File: src/rtl/qte_pkg.sv
// qte_pkg: shared types, widths and constants for the quaternion to euler bins block
// holds the cordic arctangent table and the pre-rotation helper
// no dependencies
`default_nettype none
package qte_pkg;

	localparam int BIN_W    = 8;
	localparam int BINS_DEF = 18;
	localparam int OUT_W    = 5;

	localparam int OP_W     = 34;
	localparam int S_W      = 30;
	localparam int CW       = 44;
	localparam int AW       = 34;

	localparam int SQ_STEPS = 29;
	localparam int RAD_W    = 2 * SQ_STEPS;
	localparam int REM_W    = 31;
	localparam int ROOT_W   = SQ_STEPS;

	localparam int CD_ITERS = 24;

	localparam logic signed [OP_W-1:0] Q28_ONE = 34'sd268435456;
	localparam logic signed [AW-1:0]   ANG_QTR = 34'sd1073741824;
	localparam logic signed [AW-1:0]   ANG_HALF = 34'sd2147483648;

	localparam logic signed [AW-1:0] ATAN_TAB [CD_ITERS] = '{
		34'sd536870912, 34'sd316933406, 34'sd167458907, 34'sd85004756,
		34'sd42667331, 34'sd21354465, 34'sd10679838, 34'sd5340245,
		34'sd2670163, 34'sd1335087, 34'sd667544, 34'sd333772,
		34'sd166886, 34'sd83443, 34'sd41722, 34'sd20861,
		34'sd10430, 34'sd5215, 34'sd2608, 34'sd1304,
		34'sd652, 34'sd326, 34'sd163, 34'sd81
	};

	typedef struct packed {
		logic [RAD_W-1:0]  rad;
		logic [REM_W-1:0]  rem;
		logic [ROOT_W-1:0] root;
	} sq_t;

	typedef struct packed {
		logic signed [OP_W-1:0] roll_n;
		logic signed [OP_W-1:0] roll_d;
		logic signed [OP_W-1:0] yaw_n;
		logic signed [OP_W-1:0] yaw_d;
		logic signed [S_W-1:0]  s;
	} side_t;

	typedef struct packed {
		logic signed [CW-1:0] x;
		logic signed [CW-1:0] y;
		logic signed [AW-1:0] z;
		logic                 hold;
	} lane_t;

	typedef lane_t [2:0] trio_t;

	// operands scaled by 256, left half plane rotated by a quarter turn, zero x held
	function automatic lane_t pre_rot(input logic signed [OP_W-1:0] y,
			input logic signed [OP_W-1:0] x);
		lane_t l;
		logic signed [CW-1:0] xs;
		logic signed [CW-1:0] ys;
		xs = {{(CW-OP_W-8){x[OP_W-1]}}, x, 8'd0};
		ys = {{(CW-OP_W-8){y[OP_W-1]}}, y, 8'd0};
		l.x = xs;
		l.y = ys;
		l.z = '0;
		l.hold = 1'b0;
		if (x == '0) begin
			l.hold = 1'b1;
			l.x = '0;
			l.y = '0;
			if (y > 0)
				l.z = ANG_QTR;
			else if (y < 0)
				l.z = -ANG_QTR;
		end else if (xs < 0) begin
			if (ys >= 0) begin
				l.z = ANG_QTR;
				l.x = ys;
				l.y = -xs;
			end else begin
				l.z = -ANG_QTR;
				l.x = -ys;
				l.y = xs;
			end
		end
		return l;
	endfunction

endpackage
`default_nettype wire

File: src/rtl/qte_sqrt_cell.sv
// qte_sqrt_cell: one digit step of the restoring integer square root
// carries the angle operands alongside; uses qte_pkg
`default_nettype none
module qte_sqrt_cell (
	input  wire logic           clk,
	input  wire logic           arst_n,
	input  wire logic           ld,
	input  wire logic           in_vld,
	input  wire qte_pkg::sq_t   in_sq,
	input  wire qte_pkg::side_t in_side,
	output logic                out_vld,
	output qte_pkg::sq_t        out_sq,
	output qte_pkg::side_t      out_side
);
	import qte_pkg::*;

	logic [REM_W+1:0] cur;
	logic [REM_W+1:0] trial;
	sq_t              nxt;

	always_comb begin
		cur = {in_sq.rem, in_sq.rad[RAD_W-1 -: 2]};
		trial = {2'b00, in_sq.root, 2'b01};
		nxt.rad = {in_sq.rad[RAD_W-3:0], 2'b00};
		if (cur >= trial) begin
			nxt.rem = REM_W'(cur - trial);
			nxt.root = {in_sq.root[ROOT_W-2:0], 1'b1};
		end else begin
			nxt.rem = cur[REM_W-1:0];
			nxt.root = {in_sq.root[ROOT_W-2:0], 1'b0};
		end
	end

	always_ff @(posedge clk or negedge arst_n) begin
		if (!arst_n)
			out_vld <= 1'b0;
		else if (ld)
			out_vld <= in_vld;
	end

	always_ff @(posedge clk) begin
		if (ld && in_vld) begin
			out_sq <= nxt;
			out_side <= in_side;
		end
	end

endmodule
`default_nettype wire

File: config.mk
export PLATFORM = sky130hd
export DESIGN_NAME = qte_sqrt_cell
export DESIGN_NICKNAME = d
export VERILOG_FILES = /design/src/rtl/qte_pkg.sv /design/src/rtl/qte_sqrt_cell.sv
export SDC_FILE = /design/constraint.sdc
export NUM_CORES = 1
export LEC_CHECK = 0
export BUFFER_PORTS_ARGS = -buffer_cell sky130_fd_sc_hd__buf_2
export CORE_AREA = 5 5 220 222
export CTS_CLUSTER_SIZE = 30
export DETAILED_ROUTE_END_ITERATION = 12
export DIE_AREA = 0 0 225 227
export GPL_TIMING_DRIVEN = 0
export PLACE_DENSITY = 0.6
export SYNTH_ARGS = -nofsm -noshare
export SYNTH_HDL_FRONTEND = slang
export SYNTH_SLANG_ARGS = --single-unit
File: constraint.sdc
create_clock -name clk -period 0.8 [get_ports clk]
set_input_delay 0.16 -clock clk [delete_from_list [all_inputs] [get_ports clk]]
set_output_delay 0.16 -clock clk [all_outputs]
set_load 0.005 [all_outputs]
==> flow_summary.ini, run 1 <==
[global_route]
antenna_found_initial = 14
groute.usage.overall_pct = 17.8
grt_pass1_vias = 9892
grt_start_max_net_pins = 76
grt_pass1_wl_um = 66600
grt_overflow = 0

[sta]
timing.final.crit_share_pct = 256
setup_viol_count_final = 316
worst_slack_ns = -1.25
tns_ns = -147.00
hold_violations = 0
min_period_ns = 2.05
drv_slew = 0
skew_ns = 0
rsz0062_at_grt = yes
tightest_slew_ns = 0.510
max_slew_margin_pct = 65.8
whs_ns = 0.0139
max_freq_mhz = 488

[floorplanning]
fp.dieH_um = 227
die-area_um2 = 51100
die_w_um = 225
ios = 573
core.rowCount = 79
start_util_pct = 23.6
coreArea_um2 = 46200

[placement]
dp_cells = 1802
hpwl_um = 35300
gp_congestion = 0.843
portBuffers = 570

[clock_network]
clk_latency_ns = 0.53
clock_sinks = 283
htree_levels = 2
cts.path.max_buffers = 3
postCtsHoldBufs = 277
clk_pin_slew_ns = 0.06
root_buffer = clkbuf_16
cts_tree = done
numCtsBuffers = 35

[drt]
wl_met3_um = 4040
viasPerCell = 4.28
drt_iter0_drc = 507
wl_um = 49300
maxUsedRoutingLayer = met5
wl_met2_um = 25200
vias = 9397
drc = 0
firstDrtPassIters = 4
wl_met1_um = 17000
wl_per_cell_um = 22.4
final_antenna_net_count = 0

[synth]
postSynthCellCount = 620
syn_avg_cell_area_um2 = 17.6
synth_edf_count = 282
ys_warn_count = 0
synth_top_area_share_pct = 77.6
synth_ff_type = edfxtp_1
async_reset_ff_share_pct = 0.353
synthTopCellsByArea = edfxtp_1 78%, ha_1 3.6%, mux2_4 2.3%
synth-seq-cells = 283
synth.distinct_cells = 57
netlist_area_um2 = 10900
yosys.area.top_type = edfxtp_1
ys_seq_area_share_pct = 77.9

[setup_path]
cp.arrival_ns = 2.32
worstPathMaxFanout = 5
cp-start-kind = input port
cp.required_ns = 1.07
end_kind = register
reg2reg_depth = 1
criticalPathCategory = in2reg

[outcome]
outcome = finished with violations
violations = setup timing

[finish]
final_cells = 2198
final_common_cell = buf_2
drive_gt1_share_pct = 51.7
nFillCells = 4150
final_cell_mix = 525 x buf_2, 282 x edfxtp_1, 277 x dlygate4sd3_1, 51 x buf_4, 43 x buf_6
fin_nets = 1876
areaGrowthSynthToFinish_pct = 85.2

[hold_path]
hold_class = in2reg
holdPathStages = 2

[run]
maxCapViolations = 0

[pwr]
powerDensity_nw_per_um2 = 2050
irDropWorstVdd_uv = 1520
p_leak_nw = 8.36
==> cells in the mapped netlist, drive strengths merged, types with 2 or more instances <==
cell    instances
a211oi          3
a21o           11
a21oi          28
a311oi          2
a31oi           2
and2            3
and3            4
and4            2
buf             7
clkbuf         13
edfxtp        282
ha             31
inv            35
mux2           21
nand2          25
nand2b          3
nand3          14
nand4          12
nor2           19
nor3           12
o211ai          2
o21a           10
o21ai          20
o21bai          6
o31ai           7
o41ai           2
or3             3
xnor2          15
xor2            9
==> final timing paths <==
path / start / end / slack (ns)
worst max-delay path: in_sq[8] / out_sq[40] / -1.25
worst min-delay path: in_sq[44] / out_sq[46] / 0.01
worst max register to register: out_vld / out_vld / -0.02
worst min register to register: out_vld / out_vld / 0.61
max in group asynchronous: arst_n / out_vld / 0.19
min in group asynchronous: arst_n / out_vld / 0.51
==> repair_timing <==
item	4_1_cts	5_1_grt
pin swaps	42	26
endpoints found under the hold margin	278	3
cloned	5	4
setup buffers	37	20
gates resized for setup	177	51
setup endpoints to repair	562	454
==> per-layer routing <==
metal  track usage (%)  vias to the layer above
met5                 0                        -
met4              9.37                       18
met3              5.71                      113
met2              31.8                      431
met1              18.7                     4552
li1                  -                     4283
==> final cells by class <==
type	instances	area [um2]	area share, %
inverters	35	169	0.836
diodes	8	20.0	0.0991
repair buffers	913	6670	33.0
plain buffers	5	68.8	0.341
well taps	607	759	3.76
clock buffers	41	951	4.71
clock inverters	22	230	1.14
flip-flops and latches	283	8490	42.0
multi-input cells	284	2840	14.1
==> power breakdown <==
group,switching [mW],internal [mW]
logic,3.31,4.00
registers,0.295,17.6
clock network,6.45,9.86
total,10.1,31.4
==> registers in the layout (all words and copies together) (netlist names) <==
signal / count
out_sq: 116
out_vld: 1
out_side: 166
==> worst max-delay path, cell delays in order <==
cell and delay, ns:
buf_4 0.10, inv_2 0.04, ha_4 0.29, and3_4 0.19, nand3_2 0.07, or3_4 0.39
a31oi_4 0.18, o31ai_4 0.08, and2_4 0.21, inv_12 0.07, buf_12 0.11, buf_12 0.12
mux2_4 0.30
==> per-stage QoR <==
stage | setup WS, ns | power [mW] | utilization (%) | cell area, um2
floorplan | -1.83 | 20.3 | - | 11000
global placement | -2.71 | 23.0 | 31.8 | 14700
detailed placement | -2.45 | 23.1 | 32.0 | 14800
CTS | -1.22 | 41.7 | 42.8 | 19800
global route | -1.26 | 43.2 | 43.7 | 20200
finish | -1.25 | 41.5 | 43.8 | 20200
==> cell families (layout without fill, tap and decap cells) <==
kind of cell	count (synthesis)	in the layout	share of synthesized area (%)
flip-flops	283	283	77.9
AO/OA/AOI/OAI	102	102	6.58
AND/OR/NAND/NOR	102	103	4.69
buffers and inverters	55	1016	2.51
adder cells (fa/ha/maj)	31	31	3.56
XOR/XNOR	24	24	1.93
multiplexers	22	22	2.84
other	1	10	0.0344
Note: power is estimated with default switching activity, not from simulation.
==> run 2: changes to the inputs <==
--- a/config.mk
+++ b/config.mk
@@ -7,7 +7,8 @@
 export LEC_CHECK = 0
 export BUFFER_PORTS_ARGS = -buffer_cell sky130_fd_sc_hd__buf_2
 export CORE_AREA = 5 5 220 222
-export CTS_CLUSTER_SIZE = 30
+export CTS_BUF_LIST = sky130_fd_sc_hd__clkbuf_4 sky130_fd_sc_hd__clkbuf_8
+export CTS_CLUSTER_SIZE = 10
 export DETAILED_ROUTE_END_ITERATION = 12
 export DIE_AREA = 0 0 225 227
 export GPL_TIMING_DRIVEN = 0
==> flow_summary.ini, run 2 (same netlist as run 1, synthesis figures left out) <==
[setup_path]
cp.required_ns = 1.15
cp-start-kind = input port
worstPathMaxFanout = 5
cp.arrival_ns = 2.36
critPathBufInv = 4
path_delay_family = simple AND/OR/NAND/NOR gates
path_cells = buf_6 -> inv_8 -> ha_4 -> and4_4 -> nand3_2 -> or3_4 -> a31oi_4 -> o31ai_4 -> and2_4 -> inv_12 -> buf_12 -> mux2_4
end_kind = register
slowest_delay_ns = 0.41
criticalPathCategory = in2reg
cpMaxStageDelayCell = or3_4

[sta]
max_freq_mhz = 499
min_period_ns = 2.00
skew_ns = 0
drv_slew = 0
timing.final.crit_share_pct = 251
setup_viol_count_final = 315
rsz0062_at_grt = yes
worst_slack_ns = -1.20
hold_violations = 0
max_slew_margin_pct = 66.0
tightest_slew_ns = 0.506

[run]
maxCapViolations = 0

[drt]
final_antenna_net_count = 0
drt_iter0_drc = 529
wl_per_cell_um = 22.1
drc = 0
viasPerCell = 4.25
wl_um = 49200
firstDrtPassIters = 5
vias = 9471

[global_route]
grt-busiest-layer = met2
grt_use_met1_pct = 18.7
grt.met2_usage_pct = 33.3
grt_pass1_vias = 10100
use_met3_pct = 5.80
grt_start_max_net_pins = 76
grt_pass1_wl_um = 67600
groute.usage.overall_pct = 18.0
grt_overflow = 0
antenna_found_initial = 15

[hold_path]
hold_class = in2reg

[finish]
reg_top3 = out_side: 166 flops, out_sq: 116 flops, out_vld: 1 flops
areaGrowthSynthToFinish_pct = 85.0
fin_util_pct = 43.7
largest_reg_flops = 166
regMostFlops = out_side
final_common_cell = buf_2
final_cell_mix = 525 x buf_2, 286 x dlygate4sd3_1, 282 x edfxtp_1, 53 x clkbuf_8, 49 x buf_6
fin_nets = 1893
final_cells = 2230
drive_gt1_share_pct = 52.3

[floorplanning]
die-area_um2 = 51100
ios = 573
core.rowCount = 79
coreArea_um2 = 46200
start_util_pct = 23.6
die_w_um = 225
fp.dieH_um = 227

[clock_network]
clock_sinks = 283
cts.path.max_buffers = 3
clk_latency_ns = 0.60
cts_tree = done
root_buffer = clkbuf_8
numCtsBuffers = 52
clk_pin_slew_ns = 0.07
htree_levels = 2

[pwr]
irDropWorstVdd_uv = 1680
p_leak_nw = 8.37
powerDensity_nw_per_um2 = 2020
power_mw = 40.7

[outcome]
outcome = finished with violations
violations = setup timing

[placement]
dp_cells = 1802
portBuffers = 570
hpwl_um = 35300
gp_congestion = 0.843
-- run 2: changes by cell type in the layout (fill, tap and decap cells not counted), moves of 6 or more --
cell,delta
clkbuf_8,+51
dlygate4sd3_1,+9
clkbuf_16,-40
buf_6,+6
buf_4,-8
clkinv_1,+6
clkbuf_4,+12
-- run 2: per-stage QoR --
stage	hold slack [ns]	instance area (um2)	setup slack, ns	TNS (ns)
after floorplan	-0.136	11000	-1.83	-553.35
after global placement	-0.0635	14700	-2.71	-823.91
after detailed placement	-0.0625	14800	-2.45	-286.92
after CTS	-0.219	19800	-1.11	-186.34
after global routing	0.0497	20200	-1.17	-192.27
final	0.0866	20200	-1.20	-169.22
-- run 2: metal layers --
metal | wire, um | vias up
met1 | 16900 | 4592
met3 | 3910 | 114
li1 | - | 4324
met5 | 97 | -
met2 | 26000 | 425
met4 | 2390 | 16
-- run 2: cell type report --
class | count | area (um2)
antenna | 9 | 22.5
buffer | 4 | 55.1
clock buffer | 65 | 820
clock inverter | 29 | 324
fill | 4191 | 26000
inverter | 35 | 166
multi-input combinational | 284 | 2910
sequential | 283 | 8490
tap | 607 | 759
timing repair buffer | 914 | 6630
-- run 2: final timing paths --
check | from | to | slack [ns] | cells after the start
worst max-delay path | in_sq[12] | out_sq[46] | -1.20 | 12
worst min-delay path | in_sq[29] | out_sq[31] | 0.09 | 4
worst max register to register | out_vld | out_vld | 0 | 1
worst min register to register | out_vld | out_vld | 0.58 | 1
max in group asynchronous | arst_n | out_vld | 0.32 | 3
min in group asynchronous | arst_n | out_vld | 0.38 | 3
-- run 2: where the power goes --
group | internal, mW | switching (mW) | leakage [nW]
Clock | 9.04 | 6.43 | 0.601
Combinational | 4.01 | 3.36 | 5.11
Sequential | 17.6 | 0.295 | 2.66
Total | 30.6 | 10.1 | 8.37
-- run 2: what timing repair did --
item / 4_1_cts / 5_1_grt
resized for setup: 183 / 60
gates cloned: 5 / 0
setup buffers: 38 / 16
hold buffers: 285 / 1
pin swaps: 42 / 40
endpoints found under the setup margin: 522 / 350
hold endpoints to repair: 283 / 1
