**config.mk**
```make
export PLATFORM = sky130hd
export DESIGN_NAME = qte_cordic_cell
export DESIGN_NICKNAME = d
export VERILOG_FILES = /design/src/rtl/qte_pkg.sv /design/src/rtl/qte_cordic_cell.sv
export SDC_FILE = /design/constraint.sdc
export NUM_CORES = 2
export LEC_CHECK = 0
export ABC_AREA = 1
export BUFFER_PORTS_ARGS = -buffer_cell sky130_fd_sc_hd__buf_2
export CORE_ASPECT_RATIO = 1.1
export CORE_MARGIN = 2
export CORE_UTILIZATION = 46
export CTS_BUF_LIST = sky130_fd_sc_hd__clkbuf_8
export DETAILED_ROUTE_END_ITERATION = 10
export PLACE_DENSITY_LB_ADDON = 0.3
export SLEW_MARGIN = 0
export SYNTH_ARGS = -nofsm -noshare
export SYNTH_HDL_FRONTEND = slang
export SYNTH_SLANG_ARGS = --single-unit
```
**constraint.sdc**
```tcl
create_clock -name clk -period 1.2 [get_ports clk]
set_input_delay 0.06 -clock clk [delete_from_list [all_inputs] [get_ports clk]]
set_output_delay 0.06 -clock clk [all_outputs]
set_load 0.01 [all_outputs]
```
**src/rtl/qte_pkg.sv**
```systemverilog
// qte_pkg: shared types, widths and constants for the quaternion to euler bins block
// holds the cordic arctangent table and the pre-rotation helper
// no dependencies
`default_nettype none
package qte_pkg;

	localparam int BIN_W    = 8;
	localparam int BINS_DEF = 18;
	localparam int OUT_W    = 5;

	localparam int OP_W     = 34;
	localparam int S_W      = 30;
	localparam int CW       = 44;
	localparam int AW       = 34;

	localparam int SQ_STEPS = 29;
	localparam int RAD_W    = 2 * SQ_STEPS;
	localparam int REM_W    = 31;
	localparam int ROOT_W   = SQ_STEPS;

	localparam int CD_ITERS = 24;

	localparam logic signed [OP_W-1:0] Q28_ONE = 34'sd268435456;
	localparam logic signed [AW-1:0]   ANG_QTR = 34'sd1073741824;
	localparam logic signed [AW-1:0]   ANG_HALF = 34'sd2147483648;

	localparam logic signed [AW-1:0] ATAN_TAB [CD_ITERS] = '{
		34'sd536870912, 34'sd316933406, 34'sd167458907, 34'sd85004756,
		34'sd42667331, 34'sd21354465, 34'sd10679838, 34'sd5340245,
		34'sd2670163, 34'sd1335087, 34'sd667544, 34'sd333772,
		34'sd166886, 34'sd83443, 34'sd41722, 34'sd20861,
		34'sd10430, 34'sd5215, 34'sd2608, 34'sd1304,
		34'sd652, 34'sd326, 34'sd163, 34'sd81
	};

	typedef struct packed {
		logic [RAD_W-1:0]  rad;
		logic [REM_W-1:0]  rem;
		logic [ROOT_W-1:0] root;
	} sq_t;

	typedef struct packed {
		logic signed [OP_W-1:0] roll_n;
		logic signed [OP_W-1:0] roll_d;
		logic signed [OP_W-1:0] yaw_n;
		logic signed [OP_W-1:0] yaw_d;
		logic signed [S_W-1:0]  s;
	} side_t;

	typedef struct packed {
		logic signed [CW-1:0] x;
		logic signed [CW-1:0] y;
		logic signed [AW-1:0] z;
		logic                 hold;
	} lane_t;

	typedef lane_t [2:0] trio_t;

	// operands scaled by 256, left half plane rotated by a quarter turn, zero x held
	function automatic lane_t pre_rot(input logic signed [OP_W-1:0] y,
			input logic signed [OP_W-1:0] x);
		lane_t l;
		logic signed [CW-1:0] xs;
		logic signed [CW-1:0] ys;
		xs = {{(CW-OP_W-8){x[OP_W-1]}}, x, 8'd0};
		ys = {{(CW-OP_W-8){y[OP_W-1]}}, y, 8'd0};
		l.x = xs;
		l.y = ys;
		l.z = '0;
		l.hold = 1'b0;
		if (x == '0) begin
			l.hold = 1'b1;
			l.x = '0;
			l.y = '0;
			if (y > 0)
				l.z = ANG_QTR;
			else if (y < 0)
				l.z = -ANG_QTR;
		end else if (xs < 0) begin
			if (ys >= 0) begin
				l.z = ANG_QTR;
				l.x = ys;
				l.y = -xs;
			end else begin
				l.z = -ANG_QTR;
				l.x = -ys;
				l.y = xs;
			end
		end
		return l;
	endfunction

endpackage
`default_nettype wire

```
**src/rtl/qte_cordic_cell.sv**
```systemverilog
// qte_cordic_cell: one vectoring cordic micro-rotation on three lanes
// roll, pitch and yaw; uses qte_pkg
`default_nettype none
module qte_cordic_cell #(
	parameter int ITER = 0
) (
	input  wire logic           clk,
	input  wire logic           arst_n,
	input  wire logic           ld,
	input  wire logic           in_vld,
	input  wire qte_pkg::trio_t in_t,
	output logic                out_vld,
	output qte_pkg::trio_t      out_t
);
	import qte_pkg::*;

	trio_t nxt;

	always_comb begin
		for (int l = 0; l < 3; l++) begin
			nxt[l] = in_t[l];
			// lanes resolved up front keep their angle
			if (!in_t[l].hold) begin
				if (in_t[l].y > 0) begin
					nxt[l].x = in_t[l].x + (in_t[l].y >>> ITER);
					nxt[l].y = in_t[l].y - (in_t[l].x >>> ITER);
					nxt[l].z = in_t[l].z + ATAN_TAB[ITER];
				end else begin
					nxt[l].x = in_t[l].x - (in_t[l].y >>> ITER);
					nxt[l].y = in_t[l].y + (in_t[l].x >>> ITER);
					nxt[l].z = in_t[l].z - ATAN_TAB[ITER];
				end
			end
		end
	end

	always_ff @(posedge clk or negedge arst_n) begin
		if (!arst_n)
			out_vld <= 1'b0;
		else if (ld)
			out_vld <= in_vld;
	end

	always_ff @(posedge clk) begin
		if (ld && in_vld)
			out_t <= nxt;
	end

endmodule
`default_nettype wire

```
==> metrics.log, run 1 <==
INFO  metric synth.yosys.warnings = 0
INFO  metric postSynthCellCount = 8285
INFO  metric grtUsageTotal = 71.6%
INFO  metric die_w = 316 um
INFO  metric design.portCount = 743
INFO  metric result_of_the_run = stopped before the end
INFO  metric cts_root_buf = sky130_fd_sc_hd__clkbuf_8
INFO  metric die_height = 348 um
INFO  metric average_instance_area_after_synthesis = 5.96 um2
INFO  metric last-stage-reached = global routing
INFO  metric fp-row-count = 126
INFO  metric flip_flop_and_latch_count_after_synthesis = 370
INFO  metric post-dp-hpwl = 230000 um
INFO  metric htreeDepth = 3
INFO  metric grt_max_degree = 68
INFO  metric synth_ff_type = sky130_fd_sc_hd__edfxtp_1
INFO  metric async_reset_ff_share = 0.270%
INFO  metric globalplace.congestion = 1.15
INFO  metric tritoncts_num_sinks = 370
INFO  metric globalRoute.totalOverflow = 203
INFO  metric vias_in_the_first_global_route = 84300
INFO  metric tritoncts.num_buffers = 74
INFO  metric ys_types = 45
INFO  metric number_of_flops_mapped_to_enable_cells_by_yosys = 369
INFO  metric buffer_ports.inserted = 742
INFO  metric synth_seq_area_share = 22.5%
INFO  metric initial_utilization = 46.2%
INFO  metric clock_tree.buffer_depth = 3
INFO  metric synth_area = 49400 um2
INFO  metric stop_error = [ERROR GRT-0116] Global routing finished with congestion. Check the congestion regions in the DRC Viewer.
INFO  metric grt_first_pass_wirelength = 576000 um
INFO  metric synth_fp_nets = 9114
-- metal layers --
metal / overflow / track usage (%)
met4: 77 / 61.9
met3: 9 / 56.5
met2: 104 / 88.1
met5: 7 / 30.0
met1: 6 / 74.5
-- synth_stat cells (36+ instances only) --
| master | instances | area share [%] |
|---|---|---|
| sky130_fd_sc_hd__xor2_1 | 126 | 2.2 |
| sky130_fd_sc_hd__ha_1 | 444 | 11 |
| sky130_fd_sc_hd__edfxtp_1 | 369 | 22 |
| sky130_fd_sc_hd__a21oi_1 | 352 | 3.6 |
| sky130_fd_sc_hd__buf_4 | 88 | 1.3 |
| sky130_fd_sc_hd__buf_2 | 74 | 0.75 |
| sky130_fd_sc_hd__nand2_1 | 3202 | 24 |
| sky130_fd_sc_hd__nand4_1 | 79 | 1.0 |
| sky130_fd_sc_hd__inv_1 | 1397 | 11 |
| sky130_fd_sc_hd__nand2_2 | 45 | 0.57 |
| sky130_fd_sc_hd__o21bai_1 | 65 | 0.99 |
| sky130_fd_sc_hd__o211ai_1 | 46 | 0.70 |
| sky130_fd_sc_hd__clkbuf_1 | 49 | 0.37 |
| sky130_fd_sc_hd__nand3_1 | 639 | 6.5 |
| sky130_fd_sc_hd__o21ai_1 | 36 | 0.36 |
| sky130_fd_sc_hd__nor2_1 | 666 | 5.1 |
| sky130_fd_sc_hd__nor2_2 | 93 | 1.2 |
| sky130_fd_sc_hd__o21ai_0 | 262 | 2.7 |
-- cell families after synthesis --
group / after synthesis / synth area share, %
adder cells (fa/ha/maj): 456 / 11.7
XOR/XNOR: 132 / 2.34
flip-flops: 370 / 22.5
buffers and inverters: 1646 / 13.6
AO/OA/AOI/OAI: 843 / 9.62
AND/OR/NAND/NOR: 4838 / 40.2
-- stage by stage --
stage | cells | instance area (um2) | worst slack (ns)
after floorplan | 8285 | 53300 | -4.83
after global placement | 12000 | 71400 | -1.88
after detailed placement | 12000 | 71400 | -1.90
after CTS | 12900 | 86500 | -0.480
-- repair_timing --
action,CTS
hold buffers,564
setup buffers,232
pin swaps,550
setup endpoints to repair,637
resized for setup,1518
hold endpoints to repair,383
gates cloned,17
==> run 2, diff against run 1 <==
Settings changed: CORE_ASPECT_RATIO 1.1 to not set, CORE_UTILIZATION 46 to 31, CTS_BUF_LIST sky130_fd_sc_hd__clkbuf_8 to not set, PLACE_DENSITY_LB_ADDON 0.3 to 0.15.
==> metrics.log, run 2 <==
INFO  metric mostFrequentLayoutCells = sky130_fd_sc_hd__nand2_1, sky130_fd_sc_hd__buf_4, sky130_fd_sc_hd__inv_1
INFO  metric synth.yosys.warnings = 0 (unchanged)
INFO  metric postSynthCellCount = 8285 (unchanged)
INFO  metric period_needed = 1.71 ns
INFO  metric power.static_leakage = 46.9 nW
INFO  metric worst_setup_path_start_kind = input pin
INFO  metric vias = 67200
INFO  metric antenna_violating_nets_post_route = 0
INFO  metric final_hold_viol_count = 0
INFO  metric initial_utilization = 31.2% (-15 points)
INFO  metric max_freq = 0.583 GHz
INFO  metric pwr-share-comb = 57.2%
INFO  metric power_report.internal_total = 0.0433 W
INFO  metric vias_in_the_first_global_route = 65000
INFO  metric top_regs = out_t (369), out_vld (1)
INFO  metric cp_slowest_cell = sky130_fd_sc_hd__nand4_1
INFO  metric period_utilization_post_route = 143%
INFO  metric grt_first_pass_wirelength = 426000 um
INFO  metric synth_area = 49400 um2 (unchanged)
INFO  metric ys_types = 45 (unchanged)
INFO  metric largest_family_of_logic_cells_by_synthesized_area = simple AND/OR/NAND/NOR gates
INFO  metric fp-row-count = 146 (+16%)
INFO  metric tritoncts_clock_tree = yes
INFO  metric coreArea = 158000 um2
INFO  metric clk-insertion-delay-late = 0.73 ns
INFO  metric sequentialPowerShare = 21.3%
INFO  metric cts_root_buf = sky130_fd_sc_hd__clkbuf_16
INFO  metric rsz0062_at_grt = true
INFO  metric layoutNonFillerInstCount = 13600
INFO  metric netlist.area_leader.share = 24.3% (unchanged)
INFO  metric result_of_the_run = complete, but fails checks
INFO  metric most_frequent_cell_after_synthesis = sky130_fd_sc_hd__nand2_1
INFO  metric die_height = 403 um (+16%)
INFO  metric drt_pre_antenna_iters = 6
INFO  metric maxSlewHeadroom = 61.1%
INFO  metric synth_seq_area_share = 22.5% (unchanged)
INFO  metric flow.area_growth_from_synthesis = 85.3%
INFO  metric tritoncts_num_sinks = 370 (unchanged)
INFO  metric synth_fp_nets = 9114 (unchanged)
INFO  metric fill_cells = 15300
INFO  metric critPathArrivalTime = 2.14 ns
INFO  metric path_class = input pin to register
INFO  metric globalplace.congestion = 1.06 (-8.3%)
INFO  metric fp.dieArea = 163000 um2
INFO  metric share_clk_of_total_power = 21.4%
INFO  metric htreeDepth = 2 (-1)
INFO  metric post-dp-hpwl = 257000 um (+12%)
INFO  metric number_of_flops_mapped_to_enable_cells_by_yosys = 369 (unchanged)
INFO  metric buffer_ports.inserted = 742 (unchanged)
INFO  metric synth_commonest_cells = sky130_fd_sc_hd__nand2_1, sky130_fd_sc_hd__inv_1, sky130_fd_sc_hd__nor2_1, sky130_fd_sc_hd__nand3_1, sky130_fd_sc_hd__ha_1
INFO  metric global_route.usage.met1 = 47.3%
INFO  metric worst-path-max-fanout = 7
INFO  metric post-route-drc-count = 0
INFO  metric cp_top_family = buffers and inverters
INFO  metric worst_max_slew_pin_slew = 0.579 ns
INFO  metric design.portCount = 743 (unchanged)
INFO  metric timing.final.setup_violations = 640
INFO  metric critical_path.max_stage_delay = 0.20 ns
INFO  metric maxSlewViolCount = 0
INFO  metric grtUsageTotal = 35.8%
INFO  metric finalWirelength = 308000 um
INFO  metric crit_path_cell_trace = buf_12 > inv_12 > buf_8 > nand4_1 > nor3_1 > buf_4 > nand2_4 > nor2_4 > nand2_2 > nand2_4 > buf_12 > buf_12 > buf_4 > o21ai_2 > nand2_1 > buf_4 > nand2_1
INFO  metric synth_ff_type = sky130_fd_sc_hd__edfxtp_1
INFO  metric peakVddDrop = 1160 uV
INFO  metric drv.max_cap_violation_count = 0
INFO  metric largest_register_ff_count = 369
INFO  metric layout_setup_ws = -0.515 ns
INFO  metric die_w = 403 um (+27%)
INFO  metric antenna_violations_before_repair = 18
INFO  metric average_instance_area_after_synthesis = 5.96 um2 (unchanged)
INFO  metric net_switching_share_of_the_total_power = 42.7%
INFO  metric flip_flop_and_latch_count_after_synthesis = 370 (unchanged)
INFO  metric synth.area.mux_share = 0% (unchanged)
INFO  metric power-per-cell-area = 825 nW/um2
INFO  metric groute.layer.met2.usage = 57.4%
INFO  metric worst_hold_path_type = input pin to register
INFO  metric worst-endpoint-required = 1.62 ns
INFO  metric wl_per_cell = 22.6 um
INFO  metric synth_compound_gate_area_share = 9.62% (unchanged)
INFO  metric final_layout_size_suffix_gt1_share = 47.1%
INFO  metric crit_end_element = register
INFO  metric final_common_cell = sky130_fd_sc_hd__nand2_1
INFO  metric post_synth_fa_ha_maj_area_fraction = 11.7% (unchanged)
INFO  metric drt-initial-drc-count = 5512
INFO  metric violations = setup timing
INFO  metric worstPathBufferInverterCount = 8
INFO  metric biggest_register = out_t
INFO  metric tritoncts.num_buffers = 51 (-31%)
INFO  metric async_reset_ff_share = 0.270% (unchanged)
INFO  metric fin_area = 91500 um2
INFO  metric placed_cell_area = 73500 um2 (+3.1%)
INFO  metric via_per_inst = 4.94
INFO  metric grt-busiest-layer = met2
INFO  metric power.switching = 0.0322 W
INFO  metric dpl.cell_count = 12800 (+6.8%)
INFO  metric clkTransAtPathRegs = 0.06 ns
INFO  metric post_synth_and_or_nand_nor_area_fraction = 40.2% (unchanged)
INFO  metric final_clock_skew = 0 ns
INFO  metric yosys.area_share.xor_xnor = 2.34% (unchanged)
INFO  metric finish.net_count = 12300
INFO  metric globalRoute.totalOverflow = 0
INFO  metric yosysTopAreaCell = sky130_fd_sc_hd__nand2_1
INFO  metric yosys-top-cells-area = sky130_fd_sc_hd__nand2_1, sky130_fd_sc_hd__edfxtp_1, sky130_fd_sc_hd__ha_1
INFO  metric grt_max_degree = 64
INFO  metric grt_use_met3 = 5.96%
INFO  metric clock_tree.buffer_depth = 3 (unchanged)
[run 2: cell counts after synthesis]
No cell type changed its count.
[run 2: layer usage]
metal / vias up / routed length [um]
li1: 32200 / -
met1: 31900 / 130000
met2: 2601 / 137000
met3: 534 / 24500
met4: 12 / 16000
met5: - / 80
[run 2: worst register-to-register path, stage by stage (launching register included)]
cell	delay (ns)
sky130_fd_sc_hd__dfrtp_1	0.38
sky130_fd_sc_hd__inv_1	0.06
sky130_fd_sc_hd__o21ai_0	0.06
sky130_fd_sc_hd__dlygate4sd3_1	0.56
[run 2: cell type report]
class                      count  area [um2]  area share [%]
multi-input combinational   6269       42700            46.6
timing repair buffer        3369       27700            30.3
sequential                   370       11100            12.1
inverter                    1411        5710            6.24
tap                         2072        2590            2.83
clock buffer                  59        1310            1.43
clock inverter                37         410           0.448
antenna                        8        20.0          0.0219
[run 2: what timing repair did]
item,in CTS,in global routing
buffers inserted,65,213
endpoints found under the hold margin,346,5
pin swaps,199,721
gates resized for setup,814,1976
cloned,2,10
hold buffers,380,5
setup endpoints to repair,640,641
[run 2: final timing paths]
path / slack (ns) / cells past startpoint / to / startpoint
max in group asynchronous: 0.93 / 3 / out_vld$_DFFE_PN0P_ / arst_n
setup / recovery: -0.51 / 17 / out_t[342]$_DFFE_PP_ / in_t[299]
hold reg to reg: 1.11 / 3 / out_vld$_DFFE_PN0P_ / out_vld$_DFFE_PN0P_
hold / removal: 0.02 / 4 / out_t[88]$_DFFE_PP_ / in_t[0]
min in group asynchronous: 0.17 / 3 / out_vld$_DFFE_PN0P_ / arst_n
setup reg to reg: 0.02 / 3 / out_vld$_DFFE_PN0P_ / out_vld$_DFFE_PN0P_
[run 2: per-stage QoR]
step	util [%]	power (W)	hold slack, ns	setup slack, ns	TNS (ns)
2_1_floorplan	-	0.0331	-0.236	-4.83	-1911.78
3_3_place_gp	46.4	0.0507	-0.165	-1.65	-363.68
3_5_place_dp	46.4	0.0508	-0.164	-1.63	-367.58
4_1_cts	52.2	0.0702	-0.0106	-0.441	-148.22
5_1_grt	57.8	0.0788	0.0106	-0.565	-166.27
6_report	57.8	0.0755	0.0204	-0.515	-134.87
[run 2: cells by family after synthesis]
kind of cell	after synthesis
AND/OR/NAND/NOR	4838
buffers and inverters	1646
AO/OA/AOI/OAI	843
adder cells (fa/ha/maj)	456
flip-flops	370
XOR/XNOR	132
[run 2: power groups by stage]
| stage | combinational (W) | sequential [W] | clock, W |
|---|---|---|---|
| floorplan | 0.0163 | 0.0168 | 0 |
| global placement | 0.0343 | 0.0164 | 0 |
| detailed placement | 0.0344 | 0.0163 | 0 |
| CTS | 0.0375 | 0.0161 | 0.0166 |
| global route | 0.0458 | 0.0162 | 0.0169 |
| finish | 0.0432 | 0.0161 | 0.0162 |
Power figures use the tool's default switching activity.
